==> src/design/mrt_pkg.sv <==
package mrt_pkg;
	localparam int SLOT_COUNT = 16;
	localparam int SLOT_BITS  = (SLOT_COUNT > 1) ? $clog2(SLOT_COUNT) : 1;
	localparam int PAGE_BITS  = 12;
	localparam int FILE_SLOTS = 16;
	localparam int ADDR_W     = 38;
	localparam int LEN_W      = 31;

	localparam logic [1:0] OP_MAP   = 2'd0;
	localparam logic [1:0] OP_FIND  = 2'd1;
	localparam logic [1:0] OP_UNMAP = 2'd2;

	localparam logic [3:0] ST_OK        = 4'd0;
	localparam logic [3:0] ST_BAD_ARG   = 4'd1;
	localparam logic [3:0] ST_NO_FILE   = 4'd2;
	localparam logic [3:0] ST_NOT_WR    = 4'd3;
	localparam logic [3:0] ST_EXEC      = 4'd4;
	localparam logic [3:0] ST_NO_MODE   = 4'd5;
	localparam logic [3:0] ST_FULL      = 4'd6;
	localparam logic [3:0] ST_NO_SPACE  = 4'd7;
	localparam logic [3:0] ST_NOT_FOUND = 4'd8;
	localparam logic [3:0] ST_MIDDLE    = 4'd9;

	localparam logic CFG_BASE  = 1'b0;
	localparam logic CFG_LIMIT = 1'b1;

	typedef struct packed {
		logic clear;     // load request, reset scan trackers
		logic scan;      // examine slot scan_idx
		logic finish;    // form result, update table
	} mrt_cmd_t;

	typedef struct packed {
		logic precheck_fail;
	} mrt_stat_t;
endpackage

==> src/design/mrt_ctrl.sv <==
module mrt_ctrl (
	input  logic              clk,
	input  logic              arst_n,
	input  logic              start,
	output logic              busy,
	input  mrt_pkg::mrt_stat_t stat,
	output mrt_pkg::mrt_cmd_t  cmd,
	output logic [mrt_pkg::SLOT_BITS-1:0] scan_idx
);
	import mrt_pkg::*;

	localparam logic [1:0] S_IDLE = 2'd0;
	localparam logic [1:0] S_LOAD = 2'd1;
	localparam logic [1:0] S_SCAN = 2'd2;
	localparam logic [1:0] S_DONE = 2'd3;

	logic [1:0] state_q;
	logic [SLOT_BITS-1:0] idx_q;

	assign busy     = (state_q != S_IDLE);
	assign scan_idx = idx_q;

	always_comb begin
		cmd.clear  = (state_q == S_IDLE) && start;
		cmd.scan   = (state_q == S_SCAN);
		cmd.finish = (state_q == S_DONE);
	end

	always_ff @(posedge clk or negedge arst_n) begin
		if (!arst_n) begin
			state_q <= S_IDLE;
			idx_q   <= '0;
		end else begin
			unique case (state_q)
				S_IDLE: begin
					if (start) state_q <= S_LOAD;
					idx_q <= '0;
				end
				S_LOAD: begin
					if (stat.precheck_fail) state_q <= S_DONE;
					else state_q <= S_SCAN;
				end
				S_SCAN: begin
					if (idx_q == SLOT_BITS'(SLOT_COUNT - 1)) state_q <= S_DONE;
					else idx_q <= idx_q + 1'b1;
				end
				S_DONE: state_q <= S_IDLE;
				default: state_q <= S_IDLE;
			endcase
		end
	end
endmodule

==> config.mk <==
export PLATFORM = sky130hd
export DESIGN_NAME = mrt_ctrl
export DESIGN_NICKNAME = d
export VERILOG_FILES = /design/src/design/mrt_pkg.sv /design/src/design/mrt_ctrl.sv
export SDC_FILE = /design/constraint.sdc
export NUM_CORES = 1
export LEC_CHECK = 0
export BUFFER_PORTS_ARGS = -buffer_cell sky130_fd_sc_hd__buf_2
export CORE_MARGIN = 5
export CORE_UTILIZATION = 25
export DETAILED_ROUTE_END_ITERATION = 10
export SLEW_MARGIN = 20
export SYNTH_ARGS = -nofsm -noshare
export SYNTH_HDL_FRONTEND = slang
export SYNTH_SLANG_ARGS = --single-unit
==> constraint.sdc <==
create_clock -name clk -period 1.9 [get_ports clk]
set_input_delay 0.38 -clock clk [delete_from_list [all_inputs] [get_ports clk]]
set_output_delay 0.38 -clock clk [all_outputs]
set_load 0.005 [all_outputs]
==> results of run 1 <==
==> cell usage in the layout (no fill, tap or decap) <==
cell / Yosys / final
dlygate4sd3_1: 0 / 1
a221oi_1: 1 / 1
nand4b_1: 1 / 1
nand3b_1: 1 / 1
and2b_1: 1 / 1
nand2_1: 3 / 3
o21bai_1: 1 / 1
a21oi_1: 3 / 3
nor2_1: 3 / 3
buf_2: 1 / 11
a31o_2: 1 / 1
and2_1: 1 / 1
nand3_1: 1 / 1
nand2b_1: 1 / 1
a2111oi_2: 1 / 1
and3_2: 1 / 1
mux2_2: 1 / 1
ha_1: 5 / 5
nand3_2: 1 / 1
clkbuf_4: 0 / 3
inv_1: 3 / 3
mux2i_1: 2 / 2
dfrtp_1: 6 / 6
==> flip-flops by register name, summed over array words and instances (netlist names) <==
name and cells:
scan_idx 4, state_q 2
==> critical path, cell delays in order, from the launching register on <==
cell and delay (ns):
dfrtp_1 0.41, inv_1 0.12, ha_1 0.39, buf_2 0.19
==> what timing repair did <==
item / in CTS / in global routing
setup buffers: 0 / 0
hold buffers: 1 / 0
endpoints found under the hold margin: 6 / 0
gates resized for setup: 0 / 0
==> stage by stage <==
stage / worst slack, ns / instance area, um2 / instances
floorplan: 0.444 / 397 / 39
global placement: 0.360 / 467 / 65
detailed placement: 0.353 / 467 / 65
CTS: 0.161 / 499 / 69
global route: 0.0979 / 499 / 69
finish: 0.174 / 499 / 69
==> logic make-up (layout without fill, tap and decap cells) <==
family / Yosys count / count (layout) / synth area share (%)
AO/OA/AOI/OAI: 7 / 7 / 13.9
adder cells (fa/ha/maj): 5 / 5 / 15.8
buffers and inverters: 4 / 18 / 4.10
flip-flops: 6 / 6 / 37.9
multiplexers: 3 / 3 / 7.89
AND/OR/NAND/NOR: 14 / 14 / 20.5
==> report_power, final <==
group	total, mW	leakage (nW)	internal [mW]	switching [mW]
Sequential	0.241	0.0761	0.183	0.0586
Clock	0.121	0.0138	0.0717	0.0491
Combinational	0.415	0.175	0.210	0.205
Total	0.778	0.265	0.465	0.313
==> metal layers <==
layer  routed length, um  GRT usage [%]
met4                  42           7.86
met1                 382           9.21
met3                  54           2.41
met2                 311           8.26
met5                   0              0
==> worst paths after layout <==
kind / end / start / slack (ns) / cells after the start
setup / recovery: cmd[1] / state_q[0] / 0.17 / 3
hold / removal: state_q[0] / stat / 0.47 / 3
max in group asynchronous: scan_idx[2] / arst_n / 1.27 / 2
hold reg to reg: scan_idx[0] / scan_idx[0] / 0.53 / 1
setup reg to reg: state_q[1] / state_q[0] / 0.34 / 5
min in group asynchronous: scan_idx[0] / arst_n / 0.49 / 2
==> final cells by class <==
| cell class | instances | area share [%] |
|---|---|---|
| multi-input cells | 29 | 46.1 |
| flip-flops and latches | 6 | 30.1 |
| repair buffers | 12 | 13.0 |
| clock buffers | 3 | 4.51 |
| well taps | 16 | 4.01 |
| inverters | 3 | 2.26 |
==> flow_summary_export.csv, run 1 <==
group,metric,value,unit
min_path,hold_path.class,"in -> reg",
timing,fin_crit,1.73,ns
clock_network,cts_tree,"built",
power,p_leak,0.265,nW
setup_path,cp-end-kind,"primary output",
layout,fin_util,33.1,%
timing,drv_slew,0,
clock_network,clk_pin_slew_worst_paths,0.05,ns
timing,hold_ws,0.470,ns
clock_network,clock_path_buffers,2,
timing,rsz0062_at_grt,"false",
floorplanning,ios,12,
floorplanning,die_height,49.8,um
logic_synthesis,yosys-top-cells-area,"dfrtp_1 38%, ha_1 16%, mux2i_1 5.0%, a21oi_1 3.8%, a2111oi_2 3.8%",
clock_network,cts_max_level,1,
route,route.detailed.wl_per_inst,11.5,um
timing,maxSlewHeadroom,75.3,%
global_route,grt_max_degree,12,
logic_synthesis,synth.most_common_cell,"dfrtp_1",
route,drc,0,
power,peakVddDrop,0.479,mV
route,routed_via_density,4.91,
logic_synthesis,seq_area_frac_synth,37.9,%
place,globalplace.congestion,0.695,
logic_synthesis,synth.distinct_cells,21,
setup_path,cp.required,1.52,ns
layout,regArea,150,um2
floorplanning,rows,14,
setup_path,start_kind,"flop",
logic_synthesis,async_reset_ff_share,100,%
logic_synthesis,synth.cells.most_frequent,"6 x dfrtp_1, 5 x ha_1",
global_route,grt_first_pass_wirelength,1.27,mm
clock_network,numCtsBuffers,3,
global_route,grt_pass1_vias,303,
logic_synthesis,ys_seq_elements,6,
power,power,778,uW
layout,drive_gt1_share,35.8,%
logic_synthesis,synth_top_cell_by_area,"dfrtp_1",
layout,area_growth,25.9,%
logic_synthesis,synth_cells,39,
timing,final.period_utilization,90.8,%
route,drt_first_pass_iters,4,
logic_synthesis,yosysWarnings,0,
logic_synthesis,synth_nets,48,
setup_path,crit_arrival,1.35,ns
clock_network,clock_latency,0.25,ns
setup_path,critPathKind,"reg -> out",
layout,nFillCells,176,
job,drv_cap,0,
floorplanning,die_area,2480,um2
power,power.density,1560,nW/um2
route,postRouteAntennaNets,0,
timing,tns,0,ns
layout,multiInputGateArea,230,um2
place,place_hpwl,608,um
route,dr_total_vias,339,
floorplanning,core,1510,um2
logic_synthesis,synth_top_area_share,37.9,%
setup_path,worstPathMaxFanout,11,
floorplanning,start_util,26.3,%
timing,worst_pin_slew,0.370,ns
logic_synthesis,synth_ff_type,"dfrtp_1",
logic_synthesis,synth-edff-count,0,
run_status,status,"finished, final reports clean",
timing,skew,0.000420,ns
route,initialDrtViolationCount,6,
logic_synthesis,synthesis.area,397,um2
floorplanning,die_w,49.8,um
timing,hold_viol_final,0,
global_route,gr-usage-all-layers,7.11,%
clock_network,numClockSinks,6,
layout,antenna_cells,0,
timing,setup_violations,0,
route,wirelength,791,um
timing,clock.fmax,579,MHz
place,io_buffers,11,
global_route,antenna_found_initial,0,
global_route,gr-total-overflow,0,
logic_synthesis,syn_avg_cell_area,10.2,um2
layout,final_net_count,64,
clock_network,cts_root_buffer,"clkbuf_4",
No activity file was read; power rests on OpenSTA's default activity.
==> run 2: changes to the inputs <==
- CORE_MARGIN: 5 -> 2
==> flow_summary_export.csv, run 2 (synthesis results as in run 1) <==
group,metric,value,unit
run_status,status,"finished, final reports clean",
route,wirelength,767,um
clock_network,numCtsBuffers,3,
power,combPwrFrac,53.6,%
setup_path,path_cells,"inv_1 -> ha_1 -> buf_2",
floorplanning,die_height,43.8,um
floorplanning,ios,12,
place,place_hpwl,586,um
timing,skew,0.00432,ns
setup_path,critPathKind,"reg -> out",
floorplanning,rows,14,
setup_path,crit_slowest_cell,"dfrtp_1",
route,drc,0,
global_route,grt_max_degree,12,
clock_network,ctsResizeCount,0,
power,switchingPower,313,uW
layout,final_net_count,64,
min_path,hold_path.class,"in -> reg",
power,clkPwrFrac,14.9,%
place,io_buffers,11,
timing,hold_viol_final,0,
timing,drv_slew,0,
floorplanning,die_area,1920,um2
setup_path,path_delay_family,"flip-flops",
clock_network,numClockSinks,6,
route,route.detailed.wl_per_inst,11.1,um
floorplanning,core,1490,um2
global_route,gr-usage-all-layers,8.95,%
global_route,grt_pass1_vias,322,
global_route,gr-total-overflow,0,
clock_network,cts_max_level,1,
layout,drive_gt1_share,35.8,%
setup_path,regToRegSetupSlack,0.32,ns
clock_network,clock_latency,0.24,ns
power,power.density,1560,nW/um2
timing,maxSlewHeadroom,76.8,%
layout,area_growth,25.9,%
route,routed_via_density,4.91,
global_route,antenna_found_initial,0,
power,peakVddDrop,0.579,mV
clock_network,cts_tree,"built",
route,dr_total_vias,339,
layout,fin_util,33.5,%
timing,setup_violations,0,
place,globalplace.congestion,0.762,
route,drt_first_pass_iters,4,
layout,layout_commonest_cell,"buf_2",
timing,rsz0062_at_grt,"false",
setup_path,crit_arrival,1.32,ns
route,initialDrtViolationCount,6,
clock_network,clk_pin_slew_worst_paths,0.04,ns
global_route,grt_first_pass_wirelength,1.23,mm
clock_network,clock_path_buffers,2,
setup_path,cp-end-kind,"primary output",
setup_path,start_kind,"flop",
layout,most-common-layout-cells,"11 x buf_2, 6 x dfrtp_1, 5 x ha_1",
timing,worst_pin_slew,0.348,ns
power,pwr-share-seq,31.5,%
route,postRouteAntennaNets,0,
timing,final.period_utilization,89.4,%
job,drv_cap,0,
timing,tns,0,ns
clock_network,cts_root_buffer,"clkbuf_4",
timing,clock.fmax,589,MHz
setup_path,cp.required,1.52,ns
layout,antenna_cells,0,
layout,largest_reg_flops,4,
floorplanning,die_w,43.8,um
floorplanning,start_util,26.6,%
power,swShare,40.3,%
setup_path,cpPeakStageDelay,0.41,ns
setup_path,worstPathBufferInverterCount,2,
setup_path,worstPathMaxFanout,11,
power,internal_power,463,uW
timing,fin_crit,1.70,ns
power,p_leak,0.265,nW
-- run 2: worst reg2reg max path, cell delays in order, from the launching register on --
cell	delay (ns)
dfrtp_1	0.40
inv_1	0.10
ha_1	0.26
and2b_1	0.21
a21oi_1	0.15
mux2_2	0.35
-- run 2: repair_timing --
item,CTS,global route
endpoints found under the hold margin,6,0
buffers inserted,0,0
hold buffers,1,0
-- run 2: routing by layer --
layer	share of wire, %	GRT usage (%)	up-vias
met4	1.8	7.27	0
li1	-	-	167
met2	50	14.1	10
met5	0	0	-
met1	42	8.91	160
met3	6.4	4.17	2
-- run 2: area by class of cell --
cell class,count,area [um2]
clock buffers,3,22.5
fillers,154,990
inverters,3,11.3
multi-input cells,29,230
flip-flops and latches,6,150
well taps,16,20.0
repair buffers,12,65.1
-- run 2: path summary, 6_finish.rpt --
check                            start     endpoint  depth (start not counted)
setup / recovery            state_q[0]       cmd[1]                          3
hold / removal                    stat   state_q[0]                          3
setup reg to reg            state_q[0]   state_q[1]                          5
hold reg to reg            scan_idx[0]  scan_idx[0]                          1
max in group asynchronous       arst_n  scan_idx[0]                          2
min in group asynchronous       arst_n  scan_idx[1]                          2
-- run 2: stage by stage --
| step | power (mW) | hold slack [ns] | instance area (um2) | instances | setup slack (ns) |
|---|---|---|---|---|---|
| after floorplan | 0.541 | 0.0844 | 397 | 39 | 0.444 |
| after global placement | 0.651 | 0.215 | 467 | 65 | 0.357 |
| after detailed placement | 0.663 | 0.216 | 467 | 65 | 0.311 |
| after CTS | 0.786 | 0.455 | 499 | 69 | 0.193 |
| after global routing | 0.860 | 0.474 | 499 | 69 | 0.0919 |
| final | 0.777 | 0.449 | 499 | 69 | 0.201 |
-- run 2: power by group through the flow --
stage               combinational (mW)  clock [mW]  sequential, mW
global placement                 0.407           0           0.245
finish                           0.416       0.116           0.245
floorplan                        0.302           0           0.239
detailed placement               0.416           0           0.247
global route                     0.474       0.133           0.253
CTS                              0.421       0.121           0.245
==> run 3: changes to the inputs <==
--- a/config.mk
+++ b/config.mk
@@ -8,2 +8,3 @@
 export BUFFER_PORTS_ARGS = -buffer_cell sky130_fd_sc_hd__buf_2
+export CORE_ASPECT_RATIO = 0.9
 export CORE_MARGIN = 2
--- a/constraint.sdc
+++ b/constraint.sdc
@@ -3,2 +3,2 @@
 set_output_delay 0.38 -clock clk [all_outputs]
-set_load 0.005 [all_outputs]
+set_load 0.1 [all_outputs]
==> flow_summary_export.csv, run 3 (synthesis results as in run 1) <==
group,metric,value,unit
timing,setup_violations,0,
layout,antenna_cells,0,
clock_network,post_cts_buffers,0,
route,drt_first_pass_iters,3,
route,wirelength,697,um
job,drv_cap,0,
global_route,grt_first_pass_wirelength,1.29,mm
setup_path,critPathKind,"reg -> out",
timing,final.period_utilization,91.9,%
setup_path,cp-endpoint,"cmd[2]",
timing,tns,0,ns
floorplanning,die_w,46.0,um
timing,hold_viol_final,0,
clock_network,cts_tree,"built",
global_route,grt_pass1_vias,297,
timing,drv_slew,0,
run_status,status,"finished, final reports clean",
timing,skew,0.00386,ns
timing,fin_crit,1.75,ns
clock_network,clock_latency,0.24,ns
layout,layout_commonest_cell,"buf_2",
global_route,gr-total-overflow,0,
setup_path,regToRegSetupSlack,0.40,ns
route,route.detailed.wl_per_inst,10.3,um
setup_path,cp-end-kind,"primary output",
clock_network,clk_pin_slew_worst_paths,0.04,ns
clock_network,cts_root_buffer,"clkbuf_4",
clock_network,cts_max_level,1,
setup_path,start_kind,"flop",
floorplanning,rows,13,
layout,drive_gt1_share,43.4,%
setup_path,r2r-start,"state_q[0]",
route,initialDrtViolationCount,3,
layout,largest_reg_flops,4,
timing,maxSlewHeadroom,67.9,%
place,place_hpwl,560,um
global_route,grt_max_degree,12,
floorplanning,start_util,27.1,%
route,postRouteAntennaNets,0,
route,dr_total_vias,318,
setup_path,r2r_end,"state_q[1]",
setup_path,crit_arrival,1.37,ns
layout,area_growth,38.8,%
clock_network,numCtsBuffers,3,
layout,final_net_count,64,
clock_network,numClockSinks,6,
setup_path,cp.required,1.52,ns
floorplanning,die_height,41.8,um
global_route,gr-usage-all-layers,9.53,%
global_route,antenna_found_initial,0,
setup_path,worstPathMaxFanout,6,
setup_path,crit_start,"state_q[0]",
min_path,hold_path.class,"in -> reg",
floorplanning,die_area,1920,um2
layout,most-common-layout-cells,"8 x buf_2, 4 x dfrtp_1",
setup_path,r2r_cells,5,
place,io_buffers,11,
timing,clock.fmax,573,MHz
route,routed_via_density,4.68,
timing,worst_pin_slew,0.484,ns
timing,rsz0062_at_grt,"false",
floorplanning,ios,12,
floorplanning,core,1460,um2
place,globalplace.congestion,0.713,
route,drc,0,
clock_network,clock_path_buffers,2,
==> run 3: cell types whose count changed in the layout (fill, tap and decap cells not counted) <==
cell     previous run  this run
buf_2              11         8
ha_2                0         2
dfrtp_1             6         4
dfrtp_2             0         2
ha_1                5         3
buf_12              0         3
==> run 3: worst max-delay path: stages, from the launching register on <==
cell     delay, ns
dfrtp_1       0.41
inv_1         0.12
ha_2          0.23
and2_1        0.18
buf_12        0.18
==> run 3: how the worst min path moves through the flow <==
stage | startpoint | endpoint | slack, ns | depth (start not counted)
final | stat | state_q[0] | 0.46 | 3
after floorplan | arst_n | scan_idx[0] | 0.08 | 0
after CTS | stat | state_q[0] | 0.46 | 3
after global routing | stat | state_q[0] | 0.49 | 3
after global placement | arst_n | scan_idx[2] | 0.21 | 1
after detailed placement | arst_n | scan_idx[2] | 0.21 | 1
==> run 3: area by class of cell <==
class	count	area (um2)
fillers	153	913
inverters	3	11.3
clock buffers	3	22.5
flip-flops and latches	6	153
multi-input cells	29	235
repair buffers	12	110
well taps	15	18.8
==> run 3: per-stage QoR <==
stage | area, um2 | setup WS, ns | util, % | instances | hold WS [ns]
final | 551 | 0.154 | 37.6 | 68 | 0.458
after detailed placement | 515 | 0.337 | 35.2 | 64 | 0.214
after CTS | 548 | 0.0877 | 37.4 | 68 | 0.456
after floorplan | 402 | 0.0316 | - | 39 | 0.0844
after global routing | 551 | 0.0567 | 37.6 | 68 | 0.492
after global placement | 515 | 0.344 | 35.2 | 64 | 0.214
==> run 3: timing repair <==
action / CTS / global route
resized for setup: 0 / 1
hold buffers: 1 / 0
hold endpoints to repair: 6 / 0
setup endpoints to repair: 0 / 1
==> run 3: routing by layer <==
| metal | part of all wire [%] | up-vias | GRT usage [%] | wire [um] |
|---|---|---|---|---|
| met1 | 52 | 147 | 12.6 | 361 |
| met5 | 0 | - | 0 | 0 |
| met4 | 1.1 | 0 | 6.86 | 8 |
| met3 | 3.9 | 2 | 5.22 | 27 |
| li1 | - | 164 | - | - |
| met2 | 43 | 5 | 11.1 | 299 |
Power of run 3 is not shown: default switching activity piles up to over one toggle a cycle in this logic, so the estimate is an artifact.
